$ cat src/sv/dsa_pkg.sv
// ----------------------------------------------------------------------------
// dsa_pkg
// Field widths, codes and control structs of the descriptor slot allocator
// ----------------------------------------------------------------------------
`default_nettype none

package dsa_pkg;

  // payload widths
  localparam int SLOT_W      = 10;
  localparam int LIMIT_W     = 11;
  localparam int STRIDE_W    = 13;
  localparam int ADDR_W      = 64;
  localparam int STATUS_W    = 2;
  localparam int LIVE_W      = 11;
  localparam int PROD_W      = SLOT_W + STRIDE_W;
  localparam int S_TDATA_W   = 16;
  localparam int M_TDATA_W   = 88;
  localparam int CFG_INDEX_W = 2;
  localparam int CFG_DATA_W  = 64;

  // request kinds
  localparam logic KIND_ALLOC = 1'b0;
  localparam logic KIND_FREE  = 1'b1;

  // result status codes
  localparam logic [STATUS_W-1:0] STATUS_OK        = 2'd0;
  localparam logic [STATUS_W-1:0] STATUS_NO_SLOT   = 2'd1;
  localparam logic [STATUS_W-1:0] STATUS_NONE_LIVE = 2'd2;

  // configuration register indexes
  localparam logic [CFG_INDEX_W-1:0] CFG_SLOT_LIMIT  = 2'd0;
  localparam logic [CFG_INDEX_W-1:0] CFG_SLOT_STRIDE = 2'd1;
  localparam logic [CFG_INDEX_W-1:0] CFG_HEAP_BASE   = 2'd2;

  // configuration reset values
  localparam logic [LIMIT_W-1:0]  LIMIT_RESET  = 11'd1024;
  localparam logic [STRIDE_W-1:0] STRIDE_RESET = 13'd32;

  // controller to datapath commands
  typedef struct packed {
    logic capture;
    logic decide;
    logic mul;
    logic add;
    logic load;
  } dsa_cmd_t;

  // datapath to controller status
  typedef struct packed {
    logic out_free;
  } dsa_sts_t;

endpackage

`default_nettype wire

$ cat src/sv/dsa_ctrl.sv
// ----------------------------------------------------------------------------
// dsa_ctrl
// Request sequencer: capture, decide, multiply, add, hand off to output
// ----------------------------------------------------------------------------
`default_nettype none

module dsa_ctrl import dsa_pkg::*; (
  input  wire logic     clk,
  input  wire logic     rst,
  input  wire logic     s_tvalid,
  output logic          s_tready,
  input  wire dsa_sts_t sts,
  output dsa_cmd_t      cmd
);

  typedef enum logic [2:0] {
    ST_IDLE,
    ST_DECIDE,
    ST_MUL,
    ST_ADD,
    ST_DONE
  } state_t;

  state_t state;
  logic   in_beat;

  assign in_beat = s_tvalid && s_tready;

  // per-state commands
  always_comb begin
    cmd         = '0;
    cmd.capture = in_beat;
    cmd.decide  = (state == ST_DECIDE);
    cmd.mul     = (state == ST_MUL);
    cmd.add     = (state == ST_ADD);
    cmd.load    = (state == ST_DONE) && sts.out_free;
  end

  // state and ready register
  always_ff @(posedge clk) begin
    if (rst) begin
      state    <= ST_IDLE;
      s_tready <= 1'b1;
    end else begin
      case (state)
        ST_IDLE: begin
          if (in_beat) begin
            state    <= ST_DECIDE;
            s_tready <= 1'b0;
          end
        end
        ST_DECIDE: state <= ST_MUL;
        ST_MUL:    state <= ST_ADD;
        ST_ADD:    state <= ST_DONE;
        ST_DONE: begin
          if (sts.out_free) begin
            state    <= ST_IDLE;
            s_tready <= 1'b1;
          end
        end
        default: begin
          state    <= ST_IDLE;
          s_tready <= 1'b1;
        end
      endcase
    end
  end

endmodule

`default_nettype wire

$ cat config.mk
export PLATFORM = sky130hd
export DESIGN_NAME = dsa_ctrl
export DESIGN_NICKNAME = d
export VERILOG_FILES = /design/src/sv/dsa_pkg.sv /design/src/sv/dsa_ctrl.sv
export SDC_FILE = /design/constraint.sdc
export NUM_CORES = 1
export LEC_CHECK = 0
export ABC_AREA = 1
export BUFFER_PORTS_ARGS = -buffer_cell sky130_fd_sc_hd__buf_2
export CAP_MARGIN = 20
export CORE_AREA = 8 8 45 47
export CTS_CLUSTER_DIAMETER = 40
export DETAILED_ROUTE_END_ITERATION = 16
export DIE_AREA = 0 0 53 55
export GPL_TIMING_DRIVEN = 0
export PLACE_DENSITY_LB_ADDON = 0.3
export SLEW_MARGIN = 20
export SYNTH_ARGS = -nofsm -noshare
export SYNTH_HDL_FRONTEND = slang
export SYNTH_SLANG_ARGS = --single-unit
$ cat constraint.sdc
create_clock -name clk -period 0.85 [get_ports clk]
set_clock_uncertainty 0.05 [all_clocks]
set_input_delay 0.0425 -clock clk [delete_from_list [all_inputs] [get_ports clk]]
set_output_delay 0.0425 -clock clk [all_outputs]
set_load 0.01 [all_outputs]
==> impl_results.md <==
* Share of layout cells above drive strength 1 at 74.0%
* Reg-to-reg slack, setup at -180 ps
* CTS tree: done
* Routability cong. at 0.664
* Power Density at 2450 nW/um^2
* Hold wc startpoint: sts
* Crit path capture type: output pin
* Setup tns final at -1160 ps
* Mapped Area at 216 sq um
* Most frequent cells in the layout: buf_2, buf_4, inv_1, nand2_1, buf_6
* Max Root-Sink Buffers at 2
* Vias per cell at 3.88
* Hold worst-path end: state[2]$_SDFFE_PP0P_
* Minimum hold slack at 118 ps
* Core area at 1380 sq um
* Design area at 433 sq um
* H-tree Lvls at 1
* Reg-to-Reg End: s_tready$_SDFFE_PP1P_
* Setup slack after layout at -206 ps
* Grt total ovfl at 0
* Initial DRC count at 0
* DRC Markers at 0
* RR Startpoint: state[0]$_SDFFE_PP0P_
* Placed cell count at 56
* RSZ-0062 raised after global routing: true
* Slew at the pin closest to its max-slew limit at between 150 and 200 ps
* Final setup fails at 9
* Status: complete, but fails checks
* Slew HR at 88.5%
* FF-to-FF path depth at 5
* Chip width at 53 um
* Hold Fails Final Rpt at 0
* Layout area overhead at 100%
* WL final at 588 um
* Vias in the first global route at 227
* Yosys cell types at 14
* Antenna violations before repair at 0
* Final non-filler cell total at 66
* Cells after synthesis at 31
* Mapped Avg Cell Area at 6.98 sq um
* Max Slew Vio Count at 0
* Crit-path max FO at 4
* Dpl ws at -89.5 ps
* GRT Util Overall at 4.21%
* Failing checks: setup timing
* Synthesized flop and latch total at 4
* Hold Crit Class: input pin to register
* Total power draw at 1.06 mW
* Fmax at 947 MHz
* Seq/Total Area, Yosys at 37.0%
* Cell area after placement at 290 sq um
* Vias at 256
* First-pass GRT wire length at slightly above 800 um
* Max-cap violations at 0
* I/O Pins at 10
* Critical setup path kind: register to output pin
* Crit path required time at 760 ps
* CTS clock-pin slew for the worst setup and hold paths at 40 ps
* Clk sinks at 4
* Crit start category: register
* Final worst path period need at 1060 ps
* Root Buffer: clkbuf_4
* Avg WL per Cell at about 9 um
* Synthesized netlist net count at 35
* Final Util at a little under a third
* Row count at 14
* Hpwl dp at ~410 um
* Die height at 55 um
* YS warnings at 0
* Layout Nets at 56
* DIE AREA at between 2000 and 3000 sq um
* Input/output buffers at 9
* Final period util at 124%
* Initial Util at between 15 and 20%
* Largest net degree at the start of global routing at 8
* DRT Pass-1 Iters at 1
* Pleak at 0.226 nW
* Worst skew pair latency at 230 ps
* Clock buffers created by TritonCTS at 3
* Hold depth at 4
* Commonest non-fill, non-tap cell in the layout: buf_2
* Routed Antenna Nets at 0
* Max IR drop VDD at 0.651 mV
* Crit path DAT at 960 ps
* ANT cells at 0
cell usage after synthesis, drive strengths merged:
cell | count | share of area, %
a21oi | 3 | 8.7
buf | 1 | 3.5
dfxtp | 4 | 37
inv | 7 | 12
nand2 | 6 | 10
nand3 | 5 | 14
nor2 | 2 | 4.6
nor3 | 1 | 4.6
nor4 | 1 | 2.9
o21ai | 1 | 2.3
routing by layer:
| metal | vias to the layer above | global-route usage, % | share of wire (%) |
|---|---|---|---|
| met1 | 116 | 3.64 | 38 |
| met5 | - | 0 | 0 |
| met4 | 0 | 6.47 | 0 |
| met2 | 4 | 6.05 | 53 |
| li1 | 136 | - | - |
| met3 | 0 | 1.87 | 8.0 |
worst max-delay path, stage by stage (launching register included):
cell     delay (ps)
dfxtp_4         350
nor4_2          220
buf_2           170
worst max path at each step:
stage / depth (start not counted) / endpoint / startpoint
global placement: 3 / cmd[0] / state[2]$_SDFFE_PP0P_
detailed placement: 3 / cmd[0] / state[2]$_SDFFE_PP0P_
global route: 2 / cmd[0] / state[0]$_SDFFE_PP0P_
CTS: 3 / cmd[0] / state[2]$_SDFFE_PP0P_
finish: 2 / cmd[0] / state[0]$_SDFFE_PP0P_
floorplan: 4 / s_tready$_SDFFE_PP1P_ / state[0]$_SDFFE_PP0P_
kinds of logic (layout without fill, tap and decap cells):
logic type / after synthesis / in the layout / synth area share [%]
compound gates: 4 / 4 / 11.0
flops: 4 / 4 / 37.0
simple gates: 15 / 15 / 36.4
buf+inv: 8 / 27 / 15.6
registers in the layout (all words and copies together), names as in the netlist:
name,flops
state,3
s_tready,1
timing repair:
item,in CTS,in global routing
setup endpoints to repair,8,10
gates cloned,0,0
setup buffers,4,3
pin swaps,6,2
resized for setup,14,5
hold buffers,1,0
endpoints found under the hold margin,4,0
power breakdown:
part	internal, mW	leakage, nW	total (mW)	switching (mW)
logic	0.282	0.178	0.520	0.238
registers	0.252	0.0346	0.315	0.0628
clock network	0.157	0.0138	0.224	0.0670
area by class of cell:
cell class / instances / area, sq um
clock buffers: 3 / 22.5
fillers: 150 / 951
inverters: 7 / 28.8
multi-input cells: 19 / 144
flip-flops and latches: 4 / 90.1
well taps: 16 / 20.0
repair buffers: 17 / 128
(Power assumes the default switching activity.)
